`src/hw/rtl/fsf_pkg.sv`:
```
// Package with shared types and constants of the footprint span finder.
package fsf_pkg;
    localparam int COORD_BITS = 32;
    localparam int STN_BITS   = COORD_BITS - 1;
    localparam int TBITS      = 16;
    // Doubled coordinates and their differences need three extra bits.
    localparam int WIDE_BITS  = COORD_BITS + 3;
    // Clip ratios: sign plus magnitude up to 2.0.
    localparam int T_BITS     = TBITS + 3;
    localparam logic signed [T_BITS-1:0] T_ONE = T_BITS'(1) <<< TBITS;
    localparam logic signed [T_BITS-1:0] T_TWO = T_BITS'(2) <<< TBITS;

    localparam logic [1:0] REG_CENTER_X = 2'd0;
    localparam logic [1:0] REG_CENTER_Y = 2'd1;
    localparam logic [1:0] REG_SIZE_X   = 2'd2;
    localparam logic [1:0] REG_SIZE_Y   = 2'd3;

    typedef struct packed {
        logic                  start;
        logic [WIDE_BITS-1:0]  num_mag;
        logic [WIDE_BITS-1:0]  den_mag;
        logic                  neg;
    } div_req_t;

    typedef struct packed {
        logic                     done;
        logic signed [T_BITS-1:0] ratio;
    } div_rsp_t;
endpackage

```
`src/hw/rtl/fsf_divider.sv`:
```
// Restoring divider giving a saturated signed clip ratio, one quotient bit per cycle.
module fsf_divider import fsf_pkg::*;
(
    input  logic     clk,
    input  logic     rst_n,
    input  div_req_t req,
    output div_rsp_t rsp
);
    logic [WIDE_BITS:0]   rem_reg, rem_next;
    logic [WIDE_BITS-1:0] den_reg, den_next;
    logic [TBITS-1:0]     frac_reg, frac_next;
    logic                 ip_reg, ip_next;
    logic                 neg_reg, neg_next;
    logic                 sat_reg, sat_next;
    logic [4:0]           cnt_reg, cnt_next;
    logic                 busy_reg, busy_next;
    logic                 done_reg, done_next;
    logic [WIDE_BITS:0]   shifted;
    logic [TBITS+1:0]     mag;

    always_ff @(posedge clk or negedge rst_n)
    begin
        if (!rst_n)
        begin
            busy_reg <= 1'b0;
            done_reg <= 1'b0;
            cnt_reg  <= '0;
        end
        else
        begin
            busy_reg <= busy_next;
            done_reg <= done_next;
            cnt_reg  <= cnt_next;
        end
    end

    always_ff @(posedge clk)
    begin
        rem_reg  <= rem_next;
        den_reg  <= den_next;
        frac_reg <= frac_next;
        ip_reg   <= ip_next;
        neg_reg  <= neg_next;
        sat_reg  <= sat_next;
    end

    always_comb
    begin
        rem_next  = rem_reg;
        den_next  = den_reg;
        frac_next = frac_reg;
        ip_next   = ip_reg;
        neg_next  = neg_reg;
        sat_next  = sat_reg;
        cnt_next  = cnt_reg;
        busy_next = busy_reg;
        done_next = 1'b0;
        shifted   = {rem_reg[WIDE_BITS-1:0], 1'b0};
        if (req.start)
        begin
            den_next  = req.den_mag;
            neg_next  = req.neg;
            sat_next  = {1'b0, req.num_mag} >= {req.den_mag, 1'b0};
            ip_next   = req.num_mag >= req.den_mag;
            rem_next  = {1'b0, req.num_mag >= req.den_mag ?
                         req.num_mag - req.den_mag : req.num_mag};
            frac_next = '0;
            cnt_next  = '0;
            busy_next = 1'b1;
        end
        else if (busy_reg)
        begin
            if (shifted >= {1'b0, den_reg})
            begin
                rem_next  = shifted - {1'b0, den_reg};
                frac_next = {frac_reg[TBITS-2:0], 1'b1};
            end
            else
            begin
                rem_next  = shifted;
                frac_next = {frac_reg[TBITS-2:0], 1'b0};
            end
            cnt_next = cnt_reg + 5'd1;
            if (cnt_reg == 5'(TBITS - 1))
            begin
                busy_next = 1'b0;
                done_next = 1'b1;
            end
        end
    end

    always_comb
    begin
        mag = sat_reg ? (TBITS+2)'(T_TWO) : {1'b0, ip_reg, frac_reg};
        if (neg_reg)
        begin
            if (mag > (TBITS+2)'(T_ONE))
                mag = (TBITS+2)'(T_ONE);
            rsp.ratio = -$signed({1'b0, mag});
        end
        else
            rsp.ratio = $signed({1'b0, mag});
        rsp.done = done_reg;
    end
endmodule

```
`src/hw/rtl/footprint_span_finder.sv`:
```
// Top level of the footprint span finder: sequencer, clip state and span tracking.
// Each accepted request is a trajectory sample; the segment from the previous
// sample is clipped against the configured rectangle (Liang-Barsky, doubled
// coordinates) using one shared restoring divider for up to four ratios, then
// two stations are interpolated on one shared 31x17 multiplier, the t0
// station in ST_MUL0 and the t1 station in ST_MUL1.
// in_ready is low while a sample is being processed and while results wait.
// Up to two results come out per sample, a closed span first and then the
// final result when last_sample is set. Configuration writes are taken at any
// time but are meant to happen only while idle.
module footprint_span_finder import fsf_pkg::*;
(
    input  logic                        clk,
    input  logic                        rst_n,
    input  logic                        cfg_we,
    input  logic [1:0]                  cfg_index,
    input  logic [COORD_BITS-1:0]       cfg_data,
    input  logic                        in_valid,
    output logic                        in_ready,
    input  logic signed [COORD_BITS-1:0] pos_x,
    input  logic signed [COORD_BITS-1:0] pos_y,
    input  logic [STN_BITS-1:0]         station,
    input  logic                        first_sample,
    input  logic                        last_sample,
    output logic                        out_valid,
    input  logic                        out_ready,
    output logic [STN_BITS-1:0]         entry_station,
    output logic [STN_BITS-1:0]         exit_station,
    output logic                        span_present,
    output logic                        final_result
);
    typedef enum logic [7:0] {
        ST_IDLE  = 8'b00000001,
        ST_AXIS  = 8'b00000010,
        ST_DIV   = 8'b00000100,
        ST_MUL0  = 8'b00001000,
        ST_MUL1  = 8'b00010000,
        ST_SPAN  = 8'b00100000,
        ST_OUT1  = 8'b01000000,
        ST_OUT2  = 8'b10000000
    } state_t;

    state_t state_reg, state_next;

    logic signed [COORD_BITS-1:0] cx_reg, cy_reg;
    logic [STN_BITS-1:0]          sx_reg, sy_reg;
    logic signed [COORD_BITS-1:0] prev_x_reg, prev_y_reg, cur_x_reg, cur_y_reg;
    logic [STN_BITS-1:0]          prev_s_reg, cur_s_reg;
    logic                         last_reg;
    logic                         have_prev_reg, span_open_reg;
    logic [STN_BITS-1:0]          open_entry_reg, open_exit_reg;
    logic signed [T_BITS-1:0]     t0_reg, t1_reg, en_reg;
    logic                         axis_reg;   // 0 for x, 1 for y
    logic                         half_reg;   // 0 for low edge ratio, 1 for high
    logic [STN_BITS-1:0]          s0_reg;
    logic                         o1_pend_reg, o2_pend_reg;
    logic [STN_BITS-1:0]          o1_en_reg, o1_ex_reg;
    logic [STN_BITS-1:0]          o2_en_reg, o2_ex_reg;
    logic                         o2_pres_reg;

    div_req_t req;
    div_rsp_t rsp;

    fsf_divider u_div (.clk(clk), .rst_n(rst_n), .req(req), .rsp(rsp));

    // Current axis operands in doubled coordinates.
    logic signed [WIDE_BITS-1:0] a2, lo, hi, d2, num;
    always_comb
    begin
        if (!axis_reg)
        begin
            a2 = WIDE_BITS'(prev_x_reg) <<< 1;
            lo = (WIDE_BITS'(cx_reg) <<< 1) - $signed(WIDE_BITS'(sx_reg));
            hi = (WIDE_BITS'(cx_reg) <<< 1) + $signed(WIDE_BITS'(sx_reg));
            d2 = (WIDE_BITS'(cur_x_reg) - WIDE_BITS'(prev_x_reg)) <<< 1;
        end
        else
        begin
            a2 = WIDE_BITS'(prev_y_reg) <<< 1;
            lo = (WIDE_BITS'(cy_reg) <<< 1) - $signed(WIDE_BITS'(sy_reg));
            hi = (WIDE_BITS'(cy_reg) <<< 1) + $signed(WIDE_BITS'(sy_reg));
            d2 = (WIDE_BITS'(cur_y_reg) - WIDE_BITS'(prev_y_reg)) <<< 1;
        end
        // The low edge ratio starts from ST_AXIS, the high edge ratio is started
        // in ST_DIV as the low one completes.
        num = (state_reg == ST_DIV) ? hi - a2 : lo - a2;
        req.num_mag = num[WIDE_BITS-1] ? WIDE_BITS'(-num) : WIDE_BITS'(num);
        req.den_mag = d2[WIDE_BITS-1] ? WIDE_BITS'(-d2) : WIDE_BITS'(d2);
        req.neg     = num[WIDE_BITS-1] != d2[WIDE_BITS-1] && num != '0;
        req.start   = 1'b0;
        if (state_reg == ST_AXIS && d2 != '0)
            req.start = 1'b1;
        if (state_reg == ST_DIV && rsp.done && !half_reg)
            req.start = 1'b1;
    end

    // Ratios merged into [t0,t1] after both edges of an axis are known.
    logic signed [T_BITS-1:0] rmin, rmax, nt0, nt1;
    always_comb
    begin
        rmin = (en_reg > rsp.ratio) ? rsp.ratio : en_reg;
        rmax = (en_reg > rsp.ratio) ? en_reg : rsp.ratio;
        nt0  = (rmin > t0_reg) ? rmin : t0_reg;
        nt1  = (rmax < t1_reg) ? rmax : t1_reg;
    end

    // Shared multiplier for the station interpolation.
    logic                     ds_neg;
    logic [STN_BITS-1:0]      ds_mag, lerp_s;
    logic signed [T_BITS-1:0] t_sel;
    logic [TBITS:0]           t_u;
    logic [STN_BITS+TBITS:0]  prod;
    logic [STN_BITS-1:0]      p_part;
    always_comb
    begin
        ds_neg = cur_s_reg < prev_s_reg;
        ds_mag = ds_neg ? prev_s_reg - cur_s_reg : cur_s_reg - prev_s_reg;
        t_sel  = (state_reg == ST_MUL0) ? t0_reg : t1_reg;
        if (t_sel < 0)
            t_u = '0;
        else if (t_sel > T_ONE)
            t_u = (TBITS+1)'(T_ONE);
        else
            t_u = t_sel[TBITS:0];
        prod   = ds_mag * t_u + ((STN_BITS+TBITS+1)'(1) << (TBITS - 1));
        p_part = prod[STN_BITS+TBITS-1:TBITS];
        lerp_s = ds_neg ? prev_s_reg - p_part : prev_s_reg + p_part;
    end

    // Axis with a zero delta: point in range test.
    logic point_in;
    assign point_in = (a2 >= lo) && (a2 <= hi);

    always_ff @(posedge clk or negedge rst_n)
    begin
        if (!rst_n)
        begin
            state_reg     <= ST_IDLE;
            cx_reg        <= '0;
            cy_reg        <= '0;
            sx_reg        <= '0;
            sy_reg        <= '0;
            prev_x_reg    <= '0;
            prev_y_reg    <= '0;
            prev_s_reg    <= '0;
            have_prev_reg <= 1'b0;
            span_open_reg <= 1'b0;
            open_entry_reg <= '0;
            open_exit_reg <= '0;
            o1_pend_reg   <= 1'b0;
            o2_pend_reg   <= 1'b0;
        end
        else
        begin
            state_reg <= state_next;
            if (cfg_we)
            begin
                unique case (cfg_index)
                    REG_CENTER_X: cx_reg <= cfg_data;
                    REG_CENTER_Y: cy_reg <= cfg_data;
                    REG_SIZE_X:   sx_reg <= cfg_data[STN_BITS-1:0];
                    REG_SIZE_Y:   sy_reg <= cfg_data[STN_BITS-1:0];
                    default:      ;
                endcase
            end
            unique case (state_reg)
                ST_IDLE:
                begin
                    if (in_valid)
                    begin
                        cur_x_reg <= pos_x;
                        cur_y_reg <= pos_y;
                        cur_s_reg <= station;
                        last_reg  <= last_sample;
                        t0_reg    <= '0;
                        t1_reg    <= T_ONE;
                        axis_reg  <= 1'b0;
                        half_reg  <= 1'b0;
                        o1_pend_reg <= 1'b0;
                        o2_pend_reg <= 1'b0;
                        if (first_sample)
                        begin
                            have_prev_reg <= 1'b0;
                            span_open_reg <= 1'b0;
                        end
                    end
                end
                ST_AXIS:
                begin
                    if (d2 == '0 && point_in)
                        axis_reg <= 1'b1;
                end
                ST_DIV:
                begin
                    if (rsp.done)
                    begin
                        if (!half_reg)
                        begin
                            en_reg   <= rsp.ratio;
                            half_reg <= 1'b1;
                        end
                        else
                        begin
                            half_reg <= 1'b0;
                            t0_reg   <= nt0;
                            t1_reg   <= nt1;
                            if (nt0 <= nt1)
                                axis_reg <= 1'b1;
                        end
                    end
                end
                ST_MUL0:
                    s0_reg <= lerp_s;
                ST_MUL1:
                begin
                    if (lerp_s > s0_reg)
                    begin
                        if (span_open_reg && s0_reg <= open_exit_reg)
                        begin
                            if (lerp_s > open_exit_reg)
                                open_exit_reg <= lerp_s;
                        end
                        else
                        begin
                            if (span_open_reg)
                            begin
                                o1_pend_reg <= 1'b1;
                                o1_en_reg   <= open_entry_reg;
                                o1_ex_reg   <= open_exit_reg;
                            end
                            span_open_reg  <= 1'b1;
                            open_entry_reg <= s0_reg;
                            open_exit_reg  <= lerp_s;
                        end
                    end
                end
                ST_SPAN:
                begin
                    // Commit the sample and, on the last sample, prepare the final result.
                    prev_x_reg    <= cur_x_reg;
                    prev_y_reg    <= cur_y_reg;
                    prev_s_reg    <= cur_s_reg;
                    have_prev_reg <= !last_reg;
                    if (last_reg)
                    begin
                        o2_pend_reg   <= 1'b1;
                        o2_pres_reg   <= span_open_reg;
                        o2_en_reg     <= span_open_reg ? open_entry_reg : '0;
                        o2_ex_reg     <= span_open_reg ? open_exit_reg : '0;
                        span_open_reg <= 1'b0;
                    end
                end
                ST_OUT1:
                    if (out_ready)
                        o1_pend_reg <= 1'b0;
                ST_OUT2:
                    if (out_ready)
                        o2_pend_reg <= 1'b0;
                default: ;
            endcase
        end
    end

    always_comb
    begin
        state_next = state_reg;
        unique case (state_reg)
            ST_IDLE:
                if (in_valid)
                    state_next = (first_sample || !have_prev_reg) ? ST_SPAN : ST_AXIS;
            ST_AXIS:
                if (d2 != '0)
                    state_next = ST_DIV;
                else if (!point_in)
                    state_next = ST_SPAN;
                else if (axis_reg)
                    state_next = ST_MUL0;
            ST_DIV:
                if (rsp.done && half_reg)
                begin
                    if (nt0 > nt1)
                        state_next = ST_SPAN;
                    else if (axis_reg)
                        state_next = (nt1 >= 0 && nt0 <= T_ONE) ? ST_MUL0 : ST_SPAN;
                    else
                        state_next = ST_AXIS;
                end
            ST_MUL0: state_next = ST_MUL1;
            ST_MUL1: state_next = ST_SPAN;
            ST_SPAN: state_next = ST_OUT1;
            ST_OUT1:
                if (!o1_pend_reg || out_ready)
                    state_next = ST_OUT2;
            ST_OUT2:
                if (!o2_pend_reg || out_ready)
                    state_next = ST_IDLE;
            default: state_next = ST_IDLE;
        endcase
    end

    // A point-in-range y axis after x: reuse ST_AXIS path with its own check.
    assign in_ready = (state_reg == ST_IDLE);

    always_comb
    begin
        out_valid     = 1'b0;
        entry_station = o1_en_reg;
        exit_station  = o1_ex_reg;
        span_present  = 1'b1;
        final_result  = 1'b0;
        if (state_reg == ST_OUT1)
            out_valid = o1_pend_reg;
        else if (state_reg == ST_OUT2)
        begin
            out_valid     = o2_pend_reg;
            entry_station = o2_en_reg;
            exit_station  = o2_ex_reg;
            span_present  = o2_pres_reg;
            final_result  = 1'b1;
        end
    end
endmodule
```
`config.mk`:
```
export PLATFORM = sky130hd
export DESIGN_NAME = footprint_span_finder
export DESIGN_NICKNAME = d
export VERILOG_FILES = /design/src/hw/rtl/fsf_pkg.sv /design/src/hw/rtl/fsf_divider.sv /design/src/hw/rtl/footprint_span_finder.sv
export SDC_FILE = /design/constraint.sdc
export NUM_CORES = 2
export LEC_CHECK = 0
export ABC_AREA = 1
export BUFFER_PORTS_ARGS = -buffer_cell sky130_fd_sc_hd__clkbuf_2
export CAP_MARGIN = 20
export CORE_ASPECT_RATIO = 0.75
export CORE_UTILIZATION = 59
export CTS_CLUSTER_SIZE = 20
export DETAILED_ROUTE_END_ITERATION = 6
export PLACE_DENSITY = 0.79
export SLEW_MARGIN = 20
export SYNTH_ARGS = -nofsm -noshare
export SYNTH_HDL_FRONTEND = slang
export SYNTH_SLANG_ARGS = --single-unit
export TNS_END_PERCENT = 10
```
`constraint.sdc`:
```
create_clock -name clk -period 13.6 [get_ports clk]
set_input_delay 0 -clock clk [delete_from_list [all_inputs] [get_ports clk]]
set_output_delay 0 -clock clk [all_outputs]
set_load 0.03 [all_outputs]
```
==> impl_metrics.yaml <==
run_status:
  status: "complete, but fails checks"
  violations: "DRC"
logic_synthesis:
  yosysSeqAreaShare_pct: 25.5
  yosysTopAreaCellShare_pct: 15.1
  synthCells: 10300
  async_flop_share_pct: 43.1
  yosysMostFrequentCell: "nand2_1"
  synth_edf_count: 383
  synth_area_sq_mm: 0.0759
  synth-seq-cells: 701
  yosysWarningCount: 0
  syn_avg_cell_area_sq_um: 7.36
  synth_nets: 11700
  synth_ff_type: "edfxtp_1"
  ys_types: 89
  synth.area.top_cells: "edfxtp_1 15%, ha_1 13%, nand2_1 12%, fa_1 12%, dfrtp_1 9.9%"
  synthTopCellsByCount: "2415 x nand2_1, 1723 x inv_1, 974 x nor2_1"
  yosys.area.top_type: "edfxtp_1"
cells_and_area:
  area_delta_synth_final_pct: 14.9
  multi_input_area_sq_mm: 0.0495
  seq_area_sq_mm: 0.0194
  largest_reg_flops: 35
  num-nets-final: 12300
  drive_gt1_share_pct: 10.5
  fillers: 10400
detailed_routing:
  drc_errors: 105
  via_count: 77800
  postRouteAntennaNets: 0
  routed_wl_um: 293000
  firstDrtPassIters: 7
  wl_met3_um: 43300
  viasPerCell: 6.10
  drt-initial-drc-count: 11000
  wl_per_cell_um: 23.0
  routed-wl-met2_um: 116000
  wl_met1_um: 123000
  top_layer_used: "met5"
min_path:
  hold_class: "in -> reg"
setup_path:
  startpoint: "prev_s_reg[20]$_DFFE_PN0P_"
  required_ps: 14000
  crit_path_end: "o1_en_reg[19]$_DFFE_PP_"
  cpMostUsedCell: "buf_4"
  cpPeakStageDelay_ps: 580
  cp.arrival_ps: 13620
  r2r-end: "o1_en_reg[19]$_DFFE_PP_"
  worst-path-buf-inv: 16
  rr_worst_depth: 59
  cp_max_fo: 7
  reg2reg_slack_ps: 380
  reg2reg_from: "prev_s_reg[20]$_DFFE_PN0P_"
  cp.depth: 59
  crit_family: "adder cells"
  cp_slowest_cell: "fa_1"
  cp-start-kind: "flop"
  crit_type: "reg -> reg"
  crit_path_end_kind: "flop"
clock_network:
  clk_pin_slew_ps: 70
  cts_htree_levels: 3
  cts_root_buf: "clkbuf_16"
  clockBufferDepth: 3
  clock-sinks: 701
  cts-buffers-inserted: 76
  cts_tree: "yes"
  worstSkewPairLatency_ps: 710
global_routing:
  antenna_found_initial: 18
  grt_pass1_wl_um: 436000
  grt_max_degree: 137
  grt-ovfl-total: 0
  first_global_vias: 73400
  grt_use_total_pct: 43.7
die:
  die_h_um: 313
  rows: 113
  dieArea_sq_mm: 0.130
  boundaryPins: 202
  die_width_um: 416
  core_area_sq_mm: 0.127
  start_util_pct: 59.7
timing:
  max_freq_mhz: 75.7
  min_period_over_period_pct: 97.2
  setup_viol: 0
  hold_viol: 0
  worst_pin_slew_ps: 1160
  period_needed_ps: 13220
  drv_slew: 0
  finalClockSkew_ps: 43.8
  relSlewSlack_pct: 22.5
  setup_ws_ps: 383
run:
  drv_cap: 0
place:
  hpwl_um: 231000
  gp_congestion: 1.08
  place_ws_ps: -290
  port_buffers: 201
-- cell type report --
class | count | area share (%)
diodes | 6 | 0.0172
clock buffers | 104 | 2.45
clock inverters | 37 | 0.525
inverters | 1763 | 7.63
multi-input cells | 7570 | 56.8
flip-flops and latches | 701 | 22.2
well taps | 1667 | 2.39
repair buffers | 894 | 8.00
-- how the worst min path moves through the flow --
stage	slack [ps]	end	startpoint	depth (start not counted)
6_report	10	cur_y_reg[13]$_DFFE_PP_	pos_y[13]	2
5_1_grt	1	cur_x_reg[23]$_DFFE_PP_	pos_x[23]	2
4_1_cts	0.2	cur_x_reg[24]$_DFFE_PP_	pos_x[24]	2
3_5_place_dp	10	prev_y_reg[26]$_DFFE_PN0P_	rst_n	1
3_3_place_gp	9	prev_y_reg[26]$_DFFE_PN0P_	rst_n	1
2_1_floorplan	-300	cx_reg[0]$_DFFE_PN0P_	rst_n	0
-- kinds of logic after synthesis --
kind of cell    Yosys count  synth area share (%)
simple gates           4033                  21.7
flops                   701                  25.5
fa+ha+maj              1203                  24.2
compound gates         2055                  15.1
buf+inv                2043                  10.2
xor+xnor                266                  3.11
mux                       9                 0.119
other cells               2               0.00989
-- per-stage QoR --
step	TNS (ps)	hold slack [ps]	util (%)	cell area, sq um	instances
final	0	14.3	68.7	87300	12700
after CTS	0	0.246	67.8	86200	12700
after global placement	-6550	8.55	64.5	82000	12400
after detailed placement	-22890	14.7	64.5	82000	12400
after floorplan	0	-296	-	75900	10300
after global routing	-4400	1.32	68.6	87200	12700
-- worst register-to-register path: cells and delay by family, from the launching register on --
family	cells	cell delay (ps)
fa+ha+maj	10	4470
simple gates	9	1320
buf+inv	16	2210
xor+xnor	4	870
flops	1	400
compound gates	20	3710
-- layout by cell type, fill, tap and decap left out, drive strengths merged, types with 308 or more instances in the layout --
master / count
inv: 1746
o21ai: 907
nor2: 983
ha: 759
buf: 540
fa: 444
nand2: 2442
edfxtp: 383
clkbuf: 308
a21oi: 777
-- what timing repair did --
action	in CTS	in global routing
hold endpoints to repair	318	0
hold buffers	151	0
setup buffers	0	24
endpoints found under the setup margin	126	126
pin swaps	1	35
gates cloned	0	10
gates resized for setup	11	164
-- layer usage --
layer / vias up / track usage [%]
li1: 34700 / -
met1: 36700 / 64.0
met2: 5461 / 60.3
met3: 789 / 15.1
met4: 14 / 13.1
met5: - / 0
Power is left out: the tool's default activity adds up to more than one toggle a clock period on the data nets, which glitch-free logic cannot reach.
